File: src/hdl/modexp_pkg.sv
// Shared constants and types for the modular exponentiation block.
package modexp_pkg;

  // Width of the dividend that the bit-serial reducer walks through, MSB first.
  localparam int DIV_BITS = 64;
  localparam int CNT_W    = $clog2(DIV_BITS);

  localparam logic [31:0] MODULUS_RESET = 32'd1000000007;

  // Which register receives the remainder when a reduction pass ends.
  typedef enum logic [1:0] {
    T_BASE,
    T_ACC,
    T_SQR
  } tgt_t;

endpackage

File: src/hdl/modular_exponentiation.sv
// Modular exponentiation by right-to-left square-and-multiply with a shared reducer.
//
// Usage: write the modulus on the cfg channel (cfg_data, always ready) while the
// block is idle; it resets to 1000000007, and a modulus of zero acts as
// 2^MODULUS_BITS. Each input item on s_* carries a base and an exponent and
// yields one item on m_*: base^exponent mod modulus, or 1 for a zero exponent.
// One multiplier (MODULUS_BITS square) feeds a restoring remainder unit that
// retires one dividend bit per cycle. An item first reduces the base, then for
// each exponent bit up to the highest set one runs a step, a multiply and
// reduction of the accumulator when the bit is set, and a square and reduction
// of the base; a final state then writes the result. With a zero modulus no
// reduction pass runs and products are simply truncated to MODULUS_BITS.
// The block takes one item at a time: s_tready is high only while idle.
// A finished result sits in the output register; if the receiver stalls, the
// block may still accept the next item and only holds before writing its own
// result. Reset is synchronous and returns the sequencer to idle, drops
// m_tvalid and restores the default modulus.
module modular_exponentiation
  import modexp_pkg::*;
#(
  parameter int MODULUS_BITS  = 32,
  parameter int EXPONENT_BITS = 63
) (
  input  logic         clk,
  input  logic         rst,
  input  logic         cfg_valid,
  output logic         cfg_ready,
  input  logic [31:0]  cfg_data,
  input  logic         s_tvalid,
  output logic         s_tready,
  input  logic [127:0] s_tdata,   // [62:0] base_value, [125:63] exponent, [127:126] zero
  output logic         m_tvalid,
  input  logic         m_tready,
  output logic [31:0]  m_tdata    // [31:0] power_result
);

  localparam int M = MODULUS_BITS;
  localparam int E = EXPONENT_BITS;

  typedef enum logic [2:0] {
    S_IDLE,
    S_STEP,
    S_SQR,
    S_DIV,
    S_DONE
  } state_t;

  state_t                state;
  tgt_t                  target;
  logic [M-1:0]          modulus;
  logic [M-1:0]          acc;
  logic [M-1:0]          b;
  logic [E-1:0]          expo;
  logic [DIV_BITS-1:0]   dividend;
  logic [M-1:0]          rem;
  logic [CNT_W-1:0]      cnt;

  logic                  mod_zero;
  logic [M-1:0]          op_a;
  logic [2*M-1:0]        prod;
  logic [M:0]            trial;
  logic [M-1:0]          rem_next;
  logic                  div_last;

  assign cfg_ready = 1'b1;
  assign s_tready  = (state == S_IDLE);
  assign mod_zero  = (modulus == '0);

  // The one multiplier: acc * b for a set exponent bit, b * b for the square.
  assign op_a = (state == S_STEP) ? acc : b;
  assign prod = op_a * b;

  // Restoring remainder step; the partial remainder always stays below the modulus.
  always_comb begin
    trial = {rem, dividend[DIV_BITS-1]};
    if (trial >= {1'b0, modulus}) begin
      rem_next = M'(trial - {1'b0, modulus});
    end else begin
      rem_next = trial[M-1:0];
    end
  end

  assign div_last = (cnt == CNT_W'(DIV_BITS - 1));

  always_ff @(posedge clk) begin
    if (rst) begin
      state    <= S_IDLE;
      m_tvalid <= 1'b0;
      modulus  <= MODULUS_RESET[M-1:0];
    end else begin
      if (cfg_valid) begin
        modulus <= cfg_data[M-1:0];
      end
      if (m_tvalid && m_tready && state != S_DONE) begin
        m_tvalid <= 1'b0;
      end
      case (state)
        S_IDLE: begin
          if (s_tvalid) begin
            acc  <= M'(1);
            expo <= s_tdata[63 +: E];
            if (mod_zero) begin
              b     <= s_tdata[M-1:0];
              state <= S_STEP;
            end else begin
              dividend <= {1'b0, s_tdata[62:0]};
              rem      <= '0;
              cnt      <= '0;
              target   <= T_BASE;
              state    <= S_DIV;
            end
          end
        end
        S_STEP: begin
          if (expo == '0) begin
            state <= S_DONE;
          end else if (expo[0]) begin
            if (mod_zero) begin
              acc   <= prod[M-1:0];
              state <= S_SQR;
            end else begin
              dividend <= DIV_BITS'(prod);
              rem      <= '0;
              cnt      <= '0;
              target   <= T_ACC;
              state    <= S_DIV;
            end
          end else begin
            state <= S_SQR;
          end
        end
        S_SQR: begin
          if (mod_zero) begin
            b     <= prod[M-1:0];
            expo  <= expo >> 1;
            state <= S_STEP;
          end else begin
            dividend <= DIV_BITS'(prod);
            rem      <= '0;
            cnt      <= '0;
            target   <= T_SQR;
            state    <= S_DIV;
          end
        end
        S_DIV: begin
          dividend <= dividend << 1;
          rem      <= rem_next;
          cnt      <= cnt + CNT_W'(1);
          if (div_last) begin
            case (target)
              T_BASE: begin
                b     <= rem_next;
                state <= S_STEP;
              end
              T_ACC: begin
                acc   <= rem_next;
                state <= S_SQR;
              end
              T_SQR: begin
                b     <= rem_next;
                expo  <= expo >> 1;
                state <= S_STEP;
              end
              default: state <= S_IDLE;
            endcase
          end
        end
        S_DONE: begin
          if (!m_tvalid || m_tready) begin
            m_tvalid <= 1'b1;
            m_tdata  <= 32'(acc);
            state    <= S_IDLE;
          end
        end
        default: state <= S_IDLE;
      endcase
    end
  end

`ifndef SYNTHESIS
  // An accepted item always starts the sequencer.
  a_accept_starts: assert property (@(posedge clk) disable iff (rst)
    (s_tvalid && s_tready) |=> (state != S_IDLE))
    else $error("accepted item did not start the sequencer");

  // The serial reducer only runs for a nonzero modulus.
  a_div_mod_nonzero: assert property (@(posedge clk) disable iff (rst)
    (state == S_DIV) |-> !mod_zero)
    else $error("reduction pass with zero modulus");

  // The running base is always fully reduced between steps.
  a_base_reduced: assert property (@(posedge clk) disable iff (rst)
    (state == S_STEP && !mod_zero) |-> (b < modulus))
    else $error("base not reduced below modulus");

  // A finished item with a free output register is delivered and the block idles.
  a_done_delivers: assert property (@(posedge clk) disable iff (rst)
    (state == S_DONE && (!m_tvalid || m_tready)) |=> (m_tvalid && state == S_IDLE))
    else $error("finished item not delivered");
`endif

endmodule

File: config.mk
export PLATFORM = sky130hd
export DESIGN_NAME = modular_exponentiation
export DESIGN_NICKNAME = d
export VERILOG_FILES = /design/src/hdl/modexp_pkg.sv /design/src/hdl/modular_exponentiation.sv
export SDC_FILE = /design/constraint.sdc
export NUM_CORES = 2
export LEC_CHECK = 0
export BUFFER_PORTS_ARGS = -buffer_cell sky130_fd_sc_hd__buf_2
export CELL_PAD_IN_SITES_DETAIL_PLACEMENT = 1
export CELL_PAD_IN_SITES_GLOBAL_PLACEMENT = 1
export CORE_UTILIZATION = 46
export CTS_CLUSTER_SIZE = 16
export DETAILED_ROUTE_END_ITERATION = 10
export PLACE_DENSITY = 0.86
export SYNTH_ARGS = -nofsm -noshare
export SYNTH_HDL_FRONTEND = slang
export SYNTH_SLANG_ARGS = --single-unit
export TNS_END_PERCENT = 10
File: constraint.sdc
create_clock -name clk -period 8.6 [get_ports clk]
set_input_delay 2.15 -clock clk [delete_from_list [all_inputs] [get_ports clk]]
set_output_delay 2.15 -clock clk [all_outputs]
set_load 0.02 [all_outputs]
==> results.py <==
metrics = {
    "logic_synthesis": {
        "synth_edf_count": 263,
        "ys.flop_type": "edfxtp_1",
        "synth-async-reset-ratio_pct": 0,
        "netlist_area_um2": 48500,
        "syn_nets": 6422,
        "ys_seq_elements": 299,
        "yosys_warnings": 0,
        "synth.distinct_cells": 88,
        "syn_inst": 5064,
        "synth.avg_cell_area_um2": 9.58,
        "ys_seq_area_share_pct": 17.8,
    },
    "global_routing": {
        "grt_pass1_vias": 49100,
        "antenna_found_initial": 37,
        "grt-ovfl-total": 0,
        "grt.total_usage_pct": 38.4,
        "grt_pass1_wl_um": 308000,
        "grt_max_degree": 80,
    },
    "final_layout": {
        "final_area_um2": 56200,
        "stdcell_count": 6819,
        "area.growth.synth_to_final_pct": 15.8,
        "fin_util_pct": 54.0,
        "final_layout_size_suffix_gt1_share_pct": 19.2,
        "fin_nets": 6747,
    },
    "setup_path": {
        "crit_type": "reg -> reg",
        "rr_worst_depth": 32,
        "arrival_ns": 10.82,
        "slowest_delay_ns": 0.86,
        "crit_path_frequent_cell": "fa_1",
        "end_kind": "flop",
        "cp-start-kind": "flop",
        "critPathMaxFanout": 17,
        "worst_path_max_delay_cell": "a31oi_2",
        "worstPathRequired_ns": 8.99,
    },
    "place": {
        "gp_congestion": 0.913,
        "hpwl_um": 143000,
        "place_inst": 6671,
        "place_area_um2": 52800,
        "portBuffers": 196,
    },
    "timing": {
        "fin_crit_ns": 10.43,
        "hold_viol": 0,
        "finalClockSkew_ns": 0.0918,
        "max_freq_mhz": 95.9,
        "rsz0062_at_grt": "true",
        "fin_crit_sh_pct": 121,
        "setup_tns_ns": -98.25,
        "report.final.slew_viol_count": 2,
        "finalSetupViolations": 85,
        "worst_slew_pin_slew_ns": 1.59,
        "max-slew-margin-rel_pct": -7.02,
        "worst_slack_ns": -1.83,
    },
    "floorplanning": {
        "die_x_um": 327,
        "pin_count": 200,
        "fp.dieH_um": 327,
        "initial_core_util_pct": 46.6,
        "die-area_um2": 107000,
        "rows": 118,
        "fp.coreArea_um2": 104000,
    },
    "clock_network": {
        "holdBufCountCts": 0,
        "cts_tree": "built",
        "cts-root-buf": "clkbuf_16",
        "cts_buffers": 29,
        "clock_sinks": 299,
        "h-tree-depth": 1,
        "clkLatencyLatePin_ns": 0.71,
        "clk_path_buf_depth": 3,
        "clk_pin_slew_ns": 0.09,
    },
    "routing": {
        "dr_total_vias": 46900,
        "drt-pass1-iter-count": 8,
        "drc": 0,
        "drt_wl_total_um": 256000,
        "wl_per_cell_um": 37.5,
        "drtIter0Drc": 7118,
        "ant_nets": 0,
        "viasPerCell": 6.88,
    },
    "worst_hold_path": {
        "min_path_type": "reg -> reg",
        "whs_path_depth": 0,
    },
    "run_status": {
        "violations": "max-capacitance violations, max-slew violations, negative setup slack",
        "outcome": "finished with violations",
    },
    "job": {
        "drv_cap": 1,
    },
}
worst max-delay path, delay by kind of cell, from the launching register on:
family | cells | cell delay (ns)
flops | 1 | 0.35
fa+ha+maj | 9 | 4.79
xor+xnor | 1 | 0.13
simple gates | 6 | 1.30
buf+inv | 10 | 1.67
compound gates | 6 | 1.88
logic make-up after synthesis:
| kind of cell | after synthesis | synth area share (%) |
|---|---|---|
| simple gates | 1565 | 15.8 |
| fa+ha+maj | 1193 | 44.7 |
| compound gates | 597 | 8.35 |
| xor+xnor | 93 | 1.68 |
| flops | 299 | 17.8 |
| other cells | 1 | 0.00773 |
| mux | 98 | 2.20 |
| buf+inv | 1218 | 9.54 |
flip-flops by register name, indices dropped and copies added, names as in the netlist:
| name | cells |
|---|---|
| dividend | 64 |
| expo | 63 |
| acc | 32 |
| b | 32 |
| m_tdata | 32 |
| modulus | 32 |
| rem | 32 |
| cnt | 6 |
| state | 3 |
| target | 2 |
| m_tvalid | 1 |
path summary, 6_finish.rpt:
path / slack (ns) / start / end
worst max-delay path: -1.83 / state[0]$_SDFFE_PP0P_ / dividend[49]$_DFFE_PP_
worst min-delay path: 0.51 / acc[27]$_DFFE_PP_ / m_tdata[27]$_DFFE_PP_
worst max register to register: -1.83 / state[0]$_SDFFE_PP0P_ / dividend[49]$_DFFE_PP_
worst min register to register: 0.51 / acc[27]$_DFFE_PP_ / m_tdata[27]$_DFFE_PP_
cells in the mapped netlist, drive strengths merged (6+ instances only):
master   instances  share of area [%]
a2111oi          6               0.11
a211oi          10               0.19
a21boi           7               0.11
a21o            74                1.1
a21oi          134                1.5
a221o           15               0.31
a22oi           39               0.60
a31oi           22               0.34
and2           566                7.3
and3            15               0.19
buf             21               0.28
clkbuf         275                2.1
dfxtp           36                1.5
edfxtp         263                 16
fa             897                 37
ha             296                7.6
inv            921                7.1
mux2            68                1.6
mux2i           30               0.62
nand2          698                5.4
nand2b          15               0.19
nand3           19               0.20
nand4           24               0.32
nor2           146                1.1
nor2b           11               0.14
nor3            25               0.26
nor4            28               0.40
o211ai          29               0.45
o21a            23               0.36
o21ai          131                1.4
o21bai          17               0.26
o221ai          15               0.28
o22ai           19               0.25
o31ai           13               0.22
or3              6              0.077
xnor2           53               0.96
xor2            40               0.72
final cells by class:
| type | count | area, um2 |
|---|---|---|
| Antenna cell | 27 | 67.6 |
| Timing Repair Buffer | 590 | 4530 |
| Tap cell | 1380 | 1730 |
| Clock inverter | 17 | 269 |
| Clock buffer | 37 | 776 |
| Multi-Input combinational cell | 3547 | 36700 |
| Sequential cell | 299 | 8620 |
| Fill cell | 11400 | 47900 |
| Inverter | 922 | 3470 |
metrics by stage:
stage                     setup slack [ns]  hold slack (ns)
after floorplan                     0.0414            0.444
after global placement              -0.288            0.497
after detailed placement            -0.616            0.501
after CTS                           -0.137            0.516
after global routing                 -2.07            0.531
final                                -1.83            0.513
per-layer routing:
metal / vias up / track usage [%] / wire, um
met5: - / 0 / 929
met3: 2580 / 11.9 / 42000
met2: 5450 / 62.4 / 106000
li1: 16500 / - / -
met1: 22400 / 41.1 / 72700
met4: 50 / 31.3 / 34100
placed cells by master (no fill, tap or decap), types with 15 or more instances in the layout:
| master | instances |
|---|---|
| mux2_2 | 68 |
| nand2_2 | 33 |
| a221o_1 | 15 |
| clkbuf_16 | 35 |
| buf_4 | 333 |
| diode_2 | 27 |
| mux2i_1 | 30 |
| xor2_1 | 35 |
| nor3_1 | 18 |
| nor4_1 | 26 |
| a21oi_1 | 102 |
| o211ai_1 | 29 |
| fa_2 | 77 |
| nand2_1 | 646 |
| ha_1 | 274 |
| a21oi_2 | 26 |
| nor2_1 | 138 |
| xnor2_1 | 46 |
| a22oi_1 | 39 |
| o21a_1 | 22 |
| nand3_1 | 18 |
| dfxtp_1 | 33 |
| a21o_1 | 73 |
| buf_2 | 196 |
| o21bai_1 | 16 |
| inv_1 | 896 |
| nand2_4 | 16 |
| o21ai_1 | 19 |
| edfxtp_1 | 263 |
| and2_1 | 548 |
| o22ai_1 | 19 |
| ha_4 | 20 |
| buf_6 | 19 |
| nand4_1 | 23 |
| buf_12 | 28 |
| inv_2 | 24 |
| fa_1 | 820 |
| and2_4 | 17 |
| o21ai_0 | 102 |
timing repair:
action	4_1_cts	5_1_grt
gates cloned	1	6
buffers inserted	33	30
pin swaps	63	146
endpoints found under the setup margin	50	73
resized for setup	138	290
Power is left out: the tool's default activity adds up to more than one toggle a clock period on the data nets, which glitch-free logic cannot reach.
